### src/sv/cse_pkg.sv
// cse_pkg: shared constants, types and the byte update function for the crc-32c engine
`default_nettype none

package cse_pkg;

    // item geometry
    localparam int unsigned BYTES_PER_ITEM = 8;
    localparam int unsigned DATA_W         = 8 * BYTES_PER_ITEM;
    localparam int unsigned COUNT_W        = 4;
    localparam int unsigned CRC_W          = 32;

    // apb register map
    localparam int unsigned APB_DATA_W = 32;
    localparam int unsigned APB_ADDR_W = 3;
    localparam logic        REG_SEED   = 1'b0;

    // reflected castagnoli polynomial and all-ones mask
    localparam logic [CRC_W-1:0] CRC_POLY_REFL = 32'h82F6_3B78;
    localparam logic [CRC_W-1:0] CRC_ALL_ONES  = 32'hFFFF_FFFF;

    typedef logic [CRC_W-1:0]   t_crc;
    typedef logic [DATA_W-1:0]  t_data;
    typedef logic [COUNT_W-1:0] t_count;

    // configuration seen by the datapath
    typedef struct packed {
        t_crc seed_value;
    } t_cse_cfg;

    // one byte through the reflected crc, lsb first
    function automatic t_crc crc_byte(input t_crc rem_in, input logic [7:0] byte_in);
        t_crc r;
        r = rem_in ^ {24'd0, byte_in};
        for (int b = 0; b < 8; b++) begin
            r = r[0] ? ((r >> 1) ^ CRC_POLY_REFL) : (r >> 1);
        end
        return r;
    endfunction

endpackage

`default_nettype wire

### src/sv/cse_if.sv
// cse_in_if and cse_out_if: valid/ready channels for message items and crc results
`default_nettype none

interface cse_in_if;
    logic                    valid;
    logic                    ready;
    logic [cse_pkg::DATA_W-1:0]  data_word;
    logic [cse_pkg::COUNT_W-1:0] byte_count;
    logic                    first_item;
    logic                    last_item;

    modport source (output valid, output data_word, output byte_count,
                    output first_item, output last_item, input ready);
    modport sink   (input valid, input data_word, input byte_count,
                    input first_item, input last_item, output ready);
endinterface

interface cse_out_if;
    logic                      valid;
    logic                      ready;
    logic [cse_pkg::CRC_W-1:0] crc_result;

    modport source (output valid, output crc_result, input ready);
    modport sink   (input valid, input crc_result, output ready);
endinterface

`default_nettype wire

### src/sv/cse_apb_regs.sv
// cse_apb_regs: apb configuration register holding the crc seed
`default_nettype none

module cse_apb_regs (
    input  wire logic                              i_clk,
    input  wire logic                              i_rst_n,
    input  wire logic                              psel,
    input  wire logic                              penable,
    input  wire logic                              pwrite,
    input  wire logic [cse_pkg::APB_ADDR_W-1:0]    paddr,
    input  wire logic [cse_pkg::APB_DATA_W-1:0]    pwdata,
    output logic      [cse_pkg::APB_DATA_W-1:0]    prdata,
    output logic                                   pready,
    output cse_pkg::t_cse_cfg                      o_cfg
);
    import cse_pkg::*;

    t_crc r_seed;
    logic wr_en;
    logic reg_sel;

    // register index is the word address
    assign reg_sel = paddr[2];
    assign wr_en   = psel && penable && pwrite;
    assign pready  = 1'b1;

    // seed register
    always_ff @(posedge i_clk) begin
        if (!i_rst_n) begin
            r_seed <= '0;
        end else if (wr_en && (reg_sel == REG_SEED)) begin
            r_seed <= pwdata[CRC_W-1:0];
        end
    end

    // read back
    always_comb begin
        unique case (reg_sel)
            REG_SEED: prdata = r_seed;
            default:  prdata = '0;
        endcase
    end

    assign o_cfg.seed_value = r_seed;

endmodule

`default_nettype wire

### src/sv/cse_crc_pipe.sv
// cse_crc_pipe: input register, eight-byte crc update network and result register
`default_nettype none

module cse_crc_pipe (
    input  wire logic              i_clk,
    input  wire logic              i_rst_n,
    input  wire cse_pkg::t_cse_cfg i_cfg,
    cse_in_if.sink                 i_in,
    cse_out_if.source              o_out
);
    import cse_pkg::*;

    // input stage
    logic   r_s1_valid;
    t_data  r_s1_data;
    t_count r_s1_count;
    logic   r_s1_first;
    logic   r_s1_last;

    // running remainder and result register
    t_crc   r_rem;
    t_crc   n_rem;
    logic   r_out_valid;
    t_crc   r_crc;

    logic   out_free;
    logic   s1_go;
    logic   in_take;

    // handshake: a non-last item never waits on the output side
    assign out_free = !r_out_valid || o_out.ready;
    assign s1_go    = r_s1_valid && (!r_s1_last || out_free);
    assign i_in.ready = !r_s1_valid || s1_go;
    assign in_take  = i_in.valid && i_in.ready;

    // input register
    always_ff @(posedge i_clk) begin
        if (!i_rst_n) begin
            r_s1_valid <= 1'b0;
        end else if (in_take) begin
            r_s1_valid <= 1'b1;
        end else if (s1_go) begin
            r_s1_valid <= 1'b0;
        end
    end

    always_ff @(posedge i_clk) begin
        if (in_take) begin
            r_s1_data  <= i_in.data_word;
            r_s1_count <= i_in.byte_count;
            r_s1_first <= i_in.first_item;
            r_s1_last  <= i_in.last_item;
        end
    end

    // byte update network, counts above eight take all eight bytes
    always_comb begin
        t_crc r;
        r = r_s1_first ? (i_cfg.seed_value ^ CRC_ALL_ONES) : r_rem;
        for (int k = 0; k < BYTES_PER_ITEM; k++) begin
            if (COUNT_W'(k) < r_s1_count) begin
                r = crc_byte(r, r_s1_data[8*k +: 8]);
            end
        end
        n_rem = r;
    end

    // remainder state
    always_ff @(posedge i_clk) begin
        if (!i_rst_n) begin
            r_rem <= CRC_ALL_ONES;
        end else if (s1_go) begin
            r_rem <= n_rem;
        end
    end

    // result register
    always_ff @(posedge i_clk) begin
        if (!i_rst_n) begin
            r_out_valid <= 1'b0;
        end else if (s1_go && r_s1_last) begin
            r_out_valid <= 1'b1;
        end else if (o_out.ready) begin
            r_out_valid <= 1'b0;
        end
    end

    always_ff @(posedge i_clk) begin
        if (s1_go && r_s1_last) begin
            r_crc <= n_rem ^ CRC_ALL_ONES;
        end
    end

    assign o_out.valid      = r_out_valid;
    assign o_out.crc_result = r_crc;

    // a fresh result only comes from a last item leaving the input stage
    a_out_from_last: assert property (@(posedge i_clk) disable iff (!i_rst_n)
        (r_out_valid && !$past(r_out_valid)) |-> $past(r_s1_valid && r_s1_last))
        else $error("result appeared without a last item");

    // a blocked input stage must hold off the next transaction
    a_block_input: assert property (@(posedge i_clk) disable iff (!i_rst_n)
        (r_s1_valid && !s1_go) |-> !i_in.ready)
        else $error("input accepted while stage is blocked");

    // remainder only moves when an item is processed
    a_rem_hold: assert property (@(posedge i_clk) disable iff (!i_rst_n)
        ($past(i_rst_n) && !$past(s1_go)) |-> $stable(r_rem))
        else $error("remainder changed without an item");

    // a blocked last item means the result register is occupied and stalled
    a_last_wait: assert property (@(posedge i_clk) disable iff (!i_rst_n)
        (r_s1_valid && r_s1_last && !s1_go) |-> (r_out_valid && !o_out.ready))
        else $error("last item stalled with free result register");

endmodule

`default_nettype wire

### src/sv/crc32c_stream_engine.sv
// crc32c_stream_engine: top level of the streaming crc-32c engine
// path: an accepted item is first registered in the input register; a last item's result
//   is then registered in the result register and is held there until it is accepted
// throughput: one item of up to eight bytes per cycle through the eight-byte xor
//   network; a last item waits only while the previous result is held unaccepted
// reset: synchronous active low; remainder all ones, seed zero, both stages empty
`default_nettype none

module crc32c_stream_engine (
    input  wire logic                           i_clk,
    input  wire logic                           i_rst_n,
    cse_in_if.sink                              i_in,
    cse_out_if.source                           o_out,
    input  wire logic                           psel,
    input  wire logic                           penable,
    input  wire logic                           pwrite,
    input  wire logic [cse_pkg::APB_ADDR_W-1:0] paddr,
    input  wire logic [cse_pkg::APB_DATA_W-1:0] pwdata,
    output logic      [cse_pkg::APB_DATA_W-1:0] prdata,
    output logic                                pready
);
    import cse_pkg::*;

    t_cse_cfg cfg;

    // configuration registers
    cse_apb_regs u_regs (
        .i_clk   (i_clk),
        .i_rst_n (i_rst_n),
        .psel    (psel),
        .penable (penable),
        .pwrite  (pwrite),
        .paddr   (paddr),
        .pwdata  (pwdata),
        .prdata  (prdata),
        .pready  (pready),
        .o_cfg   (cfg)
    );

    // crc datapath
    cse_crc_pipe u_pipe (
        .i_clk   (i_clk),
        .i_rst_n (i_rst_n),
        .i_cfg   (cfg),
        .i_in    (i_in),
        .o_out   (o_out)
    );

endmodule

`default_nettype wire
### src/flat_wrapper.sv
// flat-port wrapper written by rule: the top's interface ports become plain ports
module crc32c_stream_engine_flat import cse_pkg::*;
  (i_clk, i_rst_n, psel, penable, pwrite, paddr, pwdata, prdata, pready, i_in_valid, i_in_data_word, i_in_byte_count, i_in_first_item, i_in_last_item, i_in_ready, o_out_valid, o_out_crc_result, o_out_ready);
  cse_in_if i_in_i ();
  cse_out_if o_out_i ();
  input  wire logic i_clk;
  input  wire logic i_rst_n;
  input  wire logic psel;
  input  wire logic penable;
  input  wire logic pwrite;
  input  wire logic [cse_pkg::APB_ADDR_W-1:0] paddr;
  input  wire logic [cse_pkg::APB_DATA_W-1:0] pwdata;
  output logic      [cse_pkg::APB_DATA_W-1:0] prdata;
  output logic pready;
  input wire logic [$bits(i_in_i.valid)-1:0] i_in_valid;
  input wire logic [$bits(i_in_i.data_word)-1:0] i_in_data_word;
  input wire logic [$bits(i_in_i.byte_count)-1:0] i_in_byte_count;
  input wire logic [$bits(i_in_i.first_item)-1:0] i_in_first_item;
  input wire logic [$bits(i_in_i.last_item)-1:0] i_in_last_item;
  output wire logic [$bits(i_in_i.ready)-1:0] i_in_ready;
  output wire logic [$bits(o_out_i.valid)-1:0] o_out_valid;
  output wire logic [$bits(o_out_i.crc_result)-1:0] o_out_crc_result;
  input wire logic [$bits(o_out_i.ready)-1:0] o_out_ready;
  assign i_in_i.valid = i_in_valid;
  assign i_in_i.data_word = i_in_data_word;
  assign i_in_i.byte_count = i_in_byte_count;
  assign i_in_i.first_item = i_in_first_item;
  assign i_in_i.last_item = i_in_last_item;
  assign i_in_ready = i_in_i.ready;
  assign o_out_valid = o_out_i.valid;
  assign o_out_crc_result = o_out_i.crc_result;
  assign o_out_i.ready = o_out_ready;
  crc32c_stream_engine u_core (.i_clk(i_clk), .i_rst_n(i_rst_n), .i_in(i_in_i), .o_out(o_out_i), .psel(psel), .penable(penable), .pwrite(pwrite), .paddr(paddr), .pwdata(pwdata), .prdata(prdata), .pready(pready));
endmodule
### config.mk
export PLATFORM = sky130hd
export DESIGN_NAME = crc32c_stream_engine_flat
export DESIGN_NICKNAME = d
export VERILOG_FILES = /design/src/sv/cse_pkg.sv /design/src/sv/cse_if.sv /design/src/sv/cse_apb_regs.sv /design/src/sv/cse_crc_pipe.sv /design/src/sv/crc32c_stream_engine.sv /design/src/flat_wrapper.sv
export SDC_FILE = /design/constraint.sdc
export NUM_CORES = 1
export LEC_CHECK = 0
export BUFFER_PORTS_ARGS = -buffer_cell sky130_fd_sc_hd__buf_2
export CAP_MARGIN = 15
export CORE_ASPECT_RATIO = 1.25
export CORE_UTILIZATION = 55
export CTS_CLUSTER_SIZE = 14
export DETAILED_ROUTE_END_ITERATION = 10
export HOLD_SLACK_MARGIN = 0.05
export PLACE_DENSITY = 0.75
export SYNTH_ARGS = -nofsm -noshare
export SYNTH_HDL_FRONTEND = slang
export SYNTH_HIERARCHICAL = 1
export SYNTH_SLANG_ARGS = --single-unit
### constraint.sdc
create_clock -name i_clk -period 34.7 [get_ports i_clk]
set_clock_uncertainty 0.1 [all_clocks]
set_input_delay 5.205 -clock i_clk [delete_from_list [all_inputs] [get_ports i_clk]]
set_output_delay 5.205 -clock i_clk [all_outputs]
set_load 0.01 [all_outputs]
; Word level (Yosys, flattened, before mapping)
; Index checks and enable logic that the tools add are counted.
[word_totals]
out_inout_bits = 67
mem_count = 0
reg_bits = 168
latchBits = 0
mem_bits_ro = 0
input_bits = 112
mem_bits_rw = 0
wordCells = 184
[classes]
n_shift = 0
mul = 0
n_reduce_logical = 14
div = 0
muxes = 78
bitwise = 75
n_lt_le_gt_ge = 8
eq_ne = 0
n_addsub = 0
[op_table]
columns = operator, n
row1 = $mux 32, 74
row2 = $not 16->17, 64
row3 = $xor 32x8->32, 8
row4 = $not 32->32, 2
row5 = $lt 3x4->1 const A, 4
row6 = $lt 1x4->1 const A, 2
row7 = $lt 2x4->1 const A, 2
row8 = $logic_and 1x1->1, 6
row9 = $mux 1, 4
row10 = $reduce_bool 2->1, 2
row11 = $logic_not 1->1, 3
row12 = $logic_or 1x1->1, 3
row13 = $not 1->1, 1

; Longest topological paths before layout
; Gate-level depths: netlist (run 1).
[logic_depth]
depth_word = 147
ltp_mapped = 44

; Hierarchy
; The synthesis (run 1) kept the hierarchy.
[modules_own_cells]
columns = mod, instances, area_each_um2, seq_area_each_um2, cells_per_inst
row1 = cse_crc_pipe, 1, 17282.8, 3743.6, 1830
row2 = cse_apb_regs, 1, 1537.7, 640.6, 177

; Worst setup path after synthesis (run 1)
; OpenSTA, ideal clock, no wires.
[synth_path]
kind = register to register
from = reg u_core.u_pipe.r_s1_first
to = reg u_core.u_pipe.r_crc[2] (netlist: u_core/u_pipe/o_out.crc_result[2]) (data pin)
path_stages_with_launch = 39
n_path_buf = 2
period_less_slack_ns = 12.422
path_slack_ns = 22.278
required_ns = 34.340
arrival_time_ns = 12.062
path_cell_list = edfxtp_1 > buf_6 > nand2_1 > o21ai_1 > xnor2_1 > xnor2_1 > xnor3_1 > o21a_1 > xnor3_1 > xnor3_1 > o21ai_0 > xor2_2 > xnor2_1 > xnor2_4 > xnor3_1 > a21oi_2 > xnor2_2 > xnor2_2 > [... 3 more ...] > xor3_1 > xnor3_1 > mux2_2 > nand4_2 > xnor2_2 > xor2_2 > mux2i_1 > a2111o_1 > buf_2 > xor3_4 > xor2_4 > mux2i_1 > a2111oi_4 > xnor2_2 > xnor3_2 > xnor2_1 > xnor2_1 > mux2_2
[synth_between]
elab_chain_len = 121
elab_cells_between_ends = 145
classes_between = 73 x mux / 72 x bitwise
[synth_rtl]
columns = item, line
row1 = "start, declared", cse_crc_pipe.sv:17  ; logic r_s1_first;
row2 = "start signal, assigned", cse_crc_pipe.sv:51  ; r_s1_first <= i_in.first_item;
row3 = $mux 32 *, cse_crc_pipe.sv:59  ; r = r_s1_first ? (i_cfg.seed_value ^ CRC_ALL_ONES) : r_rem;
row4 = $xor 32x8->32, cse_pkg.sv:33  ; r = rem_in ^ {24'd0, byte_in};
row5 = $not 16->17 (no source line), -
row6 = $mux 32, cse_pkg.sv:35  ; r = r[0] ? ((r >> 1) ^ CRC_POLY_REFL) : (r >> 1);
row7 = $not 16->17 (no source line) or $mux 32 (tied branches), -
row8 = $mux 32 or $not 16->17 (tied branches), -
row9 = $not 16->17 (no source line) or $mux 32 (tied branches), -
row10 = $mux 32 or $not 16->17 (tied branches) (2 in a row), -
row11 = [... 103 more ...], -
row12 = $not 16->17 (no source line), -
row13 = $mux 32, cse_pkg.sv:35
row14 = $not 16->17 (no source line), -
row15 = $mux 32, cse_pkg.sv:35
row16 = $not 16->17 (no source line), -
row17 = $mux 32 (2 in a row), cse_pkg.sv:35
row18 = $mux 32 *, cse_crc_pipe.sv:61  ; if (COUNT_W'(k) < r_s1_count) begin
row19 = $not 32->32 (no source line) *, -
row20 = "end signal, assigned", cse_crc_pipe.sv:90  ; r_crc <= n_rem ^ CRC_ALL_ONES;
row21 = "end, declared", cse_crc_pipe.sv:24  ; t_crc r_crc;
; Mark *: on every way between the ends. The rest lies on a longest branch, timed or not.
; A chain may end at the register's enable or synchronous reset.

; Worst setup path in the final report (run 1)
[layout_path]
from = reg u_core.u_pipe.r_s1_first
to = reg u_core.u_pipe.r_rem[6]
[layout_between]
elab_chain_len = 119
elab_cells_between_ends = 144
classes_between = 73 x mux / 71 x bitwise
[layout_rtl]
columns = item, line
row1 = $mux 32 *, cse_crc_pipe.sv:59
row2 = $xor 32x8->32, cse_pkg.sv:33
row3 = $not 16->17 (no source line), -
row4 = $mux 32, cse_pkg.sv:35
row5 = $not 16->17 (no source line), -
row6 = $mux 32, cse_pkg.sv:35
row7 = $not 16->17 (no source line) or $mux 32 (tied branches), -
row8 = $mux 32 or $not 16->17 (tied branches) (2 in a row), -
row9 = [... 100 more ...], -
row10 = $mux 32 (2 in a row), cse_pkg.sv:35
row11 = $not 16->17 (no source line), -
row12 = $mux 32, cse_pkg.sv:35
row13 = $not 16->17 (no source line), -
row14 = $mux 32 (2 in a row), cse_pkg.sv:35
row15 = $not 16->17 (no source line), -
row16 = $mux 32, cse_pkg.sv:35
row17 = $mux 32 *, cse_crc_pipe.sv:61
row18 = "end signal, assigned", cse_crc_pipe.sv:73  ; r_rem <= n_rem;
row19 = "end, declared", cse_crc_pipe.sv:21  ; t_crc r_rem;
; Marked as above.

==> run summary, run 1 <==
CP endpoint = u_core/u_pipe/r_rem[6]$_SDFFE_PN1P_
Num CTS Buffers = 17
Final antenna-violating net count = 0
Drt drc = 0
Syn-to-layout area delta = 9.23%
Sequential fraction of the synthesis area = 23.3%
Synth cell types = 84
Htree depth = 4
R2R setup slack = 18.72 ns
Routed len/inst = 21.1 um
CTS tree = yes
CP Launch Type = flop
Sum of negative setup slack = 0 ns
Critical Path AT = 16.20 ns
Port Buffers = 175
Die area = 35000 um2
Final hold vios = 0
Tightest Pin Transition = 1.11 ns
Asr flop ratio synth = 0%
Post-DP HPWL = 42200 um
Slowest cell delay on critical path = 0.91 ns
Final WS setup = 18.72 ns
First-pass GRT wire length = 82400 um
Detailed Route WL = 53900 um
Syn_nets = 2119
# resized after CTS = 0
Status = finished clean
Post-Place Cell Area = 20000 um2
Minimum clock period = 15.98 ns
DR pass1 iterations = 6
Syn Area/Cell = 9.38 um2
Flop and latch count out of synthesis = 168
Worst Hold Class = reg -> reg
Yosys warnings = 6
Core area = 33600 um2
Clk Latency, worst-skew pair = 0.47 ns
IO Count = 179
Post-CTS Hold Fix Bufs = 0
Initial antenna violation count = 0
Vias = 14800
GRT Overall Usage = 31.1%
Top_reg_cell synth = edfxtp_1
Via-to-Cell Ratio = 5.80
FMAX = 62.6 MHz
Final setup fails = 0
Final worst path period share = 46.1%
Required time of the critical path = 34.92 ns
Placement Setup Slack = 19.02 ns
Antenna diodes = 0
Largest net degree at the start of global routing = 91
Slowest cell on crit path = xnor2_1
Worst Path Max Fanout = 78
Grt ovf = 0
Die width = 167 um
R2R cell count = 37
Layout cells sized above 1 = 15.9%
EDFF count, synth = 102
Slew margin rel. = 25.6%
Setup Fix Bufs, Post-CTS = 0
Final instance area = 20600 um2
Syn Inst Count = 2007
Nets@finish = 2228
Crit. Startpoint = u_core/u_pipe/r_s1_first$_DFFE_PP_
CP dominant cell by count = xnor3_1
Slew Limit Fails = 0
Initial DRC count = 1279
Max clock buf depth = 2
Number of max-cap violations = 0
Row Count = 75
R2R Path End = u_core/u_pipe/r_rem[6]$_SDFFE_PN1P_
CTS root buf = clkbuf_16
Worst reg2reg path startpoint = u_core/u_pipe/r_s1_first$_DFFE_PP_
RSZ-0062 raised after global routing = false
Worst setup path class = reg -> reg
Gpl congestion = 0.946
Starting Density = 56.0%
Clk sinks = 168
Number of global-route vias before repair = 14400
Die height = 209 um
Mapped cell area = 18800 um2
Worst-path clk slew = 0.07 ns
Critical Path End Type = flop
==> layer usage <==
layer | up-vias | global-route usage, % | routed length, um
met4 | 0 | 17.2 | 2800
met1 | 6938 | 36.6 | 21200
li1 | 7121 | - | -
met2 | 599 | 54.5 | 27000
met3 | 135 | 4.09 | 2900
met5 | - | 0 | 0
==> synthesized netlist by cell type, types with 15 or more instances <==
master	n	area share (%)
edfxtp_1	102	16
nor2b_1	33	1.1
xor2_1	133	6.2
o211ai_1	36	1.4
mux2i_1	88	4.7
a211oi_1	15	0.60
xnor3_1	96	11
xnor2_1	377	18
o21ai_1	19	0.51
o21ai_0	96	2.6
dfxtp_1	66	7.0
xnor2_2	21	1.8
nor2_1	173	3.5
nand3_1	21	0.56
a21oi_1	147	3.9
nor3_1	18	0.48
nand2_1	230	4.6
xor3_1	15	1.9
clkbuf_1	80	1.6
==> final cells by class <==
type | count | area [um2]
clock buffer | 17 | 425
sequential | 168 | 4380
timing repair buffer | 197 | 1040
tap | 423 | 529
fill | 2891 | 13000
multi-input combinational | 1724 | 14000
clock inverter | 15 | 173
inverter | 8 | 30.0
==> worst min-delay path by stage <==
stage	start	endpoint	slack, ns	cells after the start
global placement	u_core/u_regs/o_cfg[16]$_SDFFE_PN0P_	u_core/u_regs/o_cfg[16]$_SDFFE_PN0P_	0.36	2
finish	u_core/u_regs/o_cfg[23]$_SDFFE_PN0P_	u_core/u_regs/o_cfg[23]$_SDFFE_PN0P_	0.38	2
floorplan	u_core/u_regs/o_cfg[1]$_SDFFE_PN0P_	u_core/u_regs/o_cfg[1]$_SDFFE_PN0P_	0.34	2
CTS	u_core/u_regs/o_cfg[23]$_SDFFE_PN0P_	u_core/u_regs/o_cfg[23]$_SDFFE_PN0P_	0.38	2
global route	u_core/u_regs/o_cfg[16]$_SDFFE_PN0P_	u_core/u_regs/o_cfg[16]$_SDFFE_PN0P_	0.40	2
detailed placement	u_core/u_regs/o_cfg[23]$_SDFFE_PN0P_	u_core/u_regs/o_cfg[23]$_SDFFE_PN0P_	0.36	2
==> placed cells by master (no fill, tap or decap), drive strengths merged, types with 9 or more instances in the layout <==
| cell type | count |
|---|---|
| a2111oi | 9 |
| a211oi | 15 |
| a21oi | 152 |
| and2 | 13 |
| and3 | 12 |
| buf | 197 |
| clkbuf | 17 |
| dfxtp | 66 |
| edfxtp | 102 |
| inv | 16 |
| mux2 | 12 |
| mux2i | 93 |
| nand2 | 233 |
| nand3 | 21 |
| nor2 | 173 |
| nor2b | 33 |
| nor3 | 18 |
| nor4 | 18 |
| o211ai | 36 |
| o21ai | 123 |
| or3 | 12 |
| xnor2 | 404 |
| xnor3 | 98 |
| xor2 | 151 |
| xor3 | 16 |
==> metrics by stage <==
step | hold slack [ns] | utilization, % | std cells
after floorplan | 0.339 | - | 2007
after global placement | 0.359 | 59.4 | 2520
after detailed placement | 0.364 | 59.4 | 2520
after CTS | 0.375 | 61.2 | 2552
after global routing | 0.405 | 61.2 | 2552
final | 0.376 | 61.2 | 2552
==> flip-flops by register name, indices dropped and copies added (netlist names), 4 cells and up <==
name and cells:
u_core/u_pipe/r_rem 32, u_core/u_regs/o_cfg 32, u_core/u_pipe/r_s1_count 4, u_core/u_pipe/r_s1_data 64, u_core/u_pipe/o_out.crc_result 32
==> critical path: cells and delay by family, from the launching register on <==
family | cells | cell delay [ns]
buffers and inverters | 1 | 0.35
AO/OA/AOI/OAI | 7 | 1.79
flip-flops | 1 | 0.37
multiplexers | 3 | 1.21
XOR/XNOR | 22 | 10.59
AND/OR/NAND/NOR | 4 | 1.33
==> kinds of logic (layout without fill, tap and decap cells) <==
family / after synthesis / count (layout) / synth area share [%]
simple gates: 571 / 571 / 13.9
mux: 105 / 105 / 5.92
flops: 168 / 168 / 23.3
buf+inv: 115 / 237 / 2.74
other cells: 1 / 1 / 0.0199
xor+xnor: 669 / 669 / 42.0
compound gates: 378 / 378 / 12.1
Power of run 1 is left out: the tool's default activity adds up to more than one toggle a clock period on the data nets, which glitch-free logic cannot reach.
==> inputs of run 2 (changes only) <==
Settings changed: PLACE_DENSITY 0.75 to 0.78.
Clock period 34.7 ns to 13.35 ns, I/O delays scaled along.
==> run summary, run 2 (synthesis results as in run 1) <==
Status = finished clean
Clk Latency, worst-skew pair = 0.47 ns
Worst-path clk slew = 0.07 ns
Detailed Route WL = 55500 um
R2R cell count = 43
Crit. Startpoint = u_core/u_pipe/r_s1_first$_DFFE_PP_
Required time of the critical path = 13.59 ns
Worst Hold Slack = 0.386 ns
IO Count = 179
Routed len/inst = 20.5 um
Die height = 209 um
Most frequent cells in the layout = xnor2_1, nand2_1, buf_4, buf_2, nor2_1
M3 GR Usage = 3.94%
GRT Overall Usage = 32.1%
Post-CTS Hold Fix Bufs = 0
CP Launch Type = flop
CTS root buf = clkbuf_16
Antenna diodes = 0
Slew margin rel. = 33.1%
Die width = 167 um
FMAX = 78.1 MHz
First-pass GRT wire length = 84900 um
CP endpoint = u_core/u_pipe/o_out.crc_result[8]$_DFFE_PP_
Die area = 35000 um2
CTS tree = yes
Slew Limit Fails = 0
Worst path top cell family by delay = XOR/XNOR gates
R2R Path End = u_core/u_pipe/o_out.crc_result[8]$_DFFE_PP_
Final hold vios = 0
Gpl congestion = 0.939
Final antenna-violating net count = 0
WP depth = 43
Worst reg2reg path startpoint = u_core/u_pipe/r_s1_first$_DFFE_PP_
Worst Path Buf+Inv = 8
Starting Density = 56.0%
Number of max-cap violations = 0
Post-DP HPWL = 44800 um
Slowest cell on crit path = a2111oi_0
Minimum clock period = 12.80 ns
Worst Path Max Fanout = 13
Max reg flops = 64
Layout cells sized above 1 = 22.2%
Post-Place Cell Area = 21100 um2
Drt drc = 0
GR Layer Usage met2 = 57.4%
Top reg by flops = u_core/u_pipe/r_s1_data
Grt ovf = 0
Worst setup path class = reg -> reg
GR Util met1 = 37.3%
GR peak layer = met2
Max clock buf depth = 2
Tightest Pin Transition = 0.999 ns
Fillers = 2756
Nets@finish = 2388
Port Buffers = 175
Slowest cell delay on critical path = 0.49 ns
Num CTS Buffers = 17
Row Count = 75
Worst Hold Class = reg -> reg
Final instance area = 21900 um2
Syn-to-layout area delta = 16.3%
Number of global-route vias before repair = 15100
Via-to-Cell Ratio = 5.68
Htree depth = 4
Critical Path End Type = flop
Clk sinks = 168
Vias = 15400
CP dominant cell by count = xnor3_1
Largest net degree at the start of global routing = 91
DR pass1 iterations = 8
Initial DRC count = 1087
Critical Path AT = 13.04 ns
Initial antenna violation count = 0
R2R setup slack = 0.55 ns
Final worst path period share = 95.9%
Final setup fails = 0
Most common cell after layout, fill and taps aside = xnor2_1
Core area = 33600 um2
## run 2: worst min-delay path by stage
stage / from / end / depth (start not counted)
floorplan: u_core/u_regs/o_cfg[1]$_SDFFE_PN0P_ / u_core/u_regs/o_cfg[1]$_SDFFE_PN0P_ / 2
global placement: u_core/u_pipe/r_rem[23]$_SDFFE_PN1P_ / u_core/u_pipe/r_rem[23]$_SDFFE_PN1P_ / 2
detailed placement: u_core/u_pipe/r_rem[28]$_SDFFE_PN1P_ / u_core/u_pipe/r_rem[28]$_SDFFE_PN1P_ / 2
CTS: u_core/u_regs/o_cfg[2]$_SDFFE_PN0P_ / u_core/u_regs/o_cfg[2]$_SDFFE_PN0P_ / 2
global route: u_core/u_regs/o_cfg[16]$_SDFFE_PN0P_ / u_core/u_regs/o_cfg[16]$_SDFFE_PN0P_ / 2
finish: u_core/u_regs/o_cfg[2]$_SDFFE_PN0P_ / u_core/u_regs/o_cfg[2]$_SDFFE_PN0P_ / 2
## run 2: metal layers
layer | part of all wire [%] | vias up
met3 | 4.2 | 125
met4 | 5.1 | 0
met5 | 0 | -
met1 | 40 | 7328
met2 | 51 | 489
li1 | - | 7449
## run 2: timing repair
action                     CTS  global route
setup endpoints to repair    0            58
gates resized for setup      0            11
setup buffers                0             2
## run 2: area by class of cell
type | count | area, um2 | share of cell area (%)
multi-input cells | 1724 | 14000 | 64.2
flip-flops and latches | 168 | 4380 | 20.0
repair buffers | 357 | 2260 | 10.3
well taps | 423 | 529 | 2.42
clock buffers | 17 | 425 | 1.94
clock inverters | 15 | 215 | 0.984
inverters | 8 | 30.0 | 0.137
## run 2: metrics by stage
stage	worst slack, ns	std cells	utilization (%)	setup TNS [ns]
floorplan	0.928	2007	-	0
global placement	0.455	2678	62.9	0
finish	0.552	2712	65.1	0
detailed placement	0.157	2678	62.9	0
global route	-0.0309	2712	65.1	-0.0309
CTS	0.0146	2710	64.9	0
## run 2: worst reg2reg max path: cells and delay by family, from the launching register on
family / cells / cell delay [ns]
AOI/OAI and AO/OA: 7 / 2.14
xor gates and xnor gates: 19 / 6.22
buffers and inverters: 8 / 1.54
DFF: 1 / 0.45
muxes: 2 / 0.65
and+or+nand+nor: 7 / 1.55
Power of run 2 is left out for the same reason.
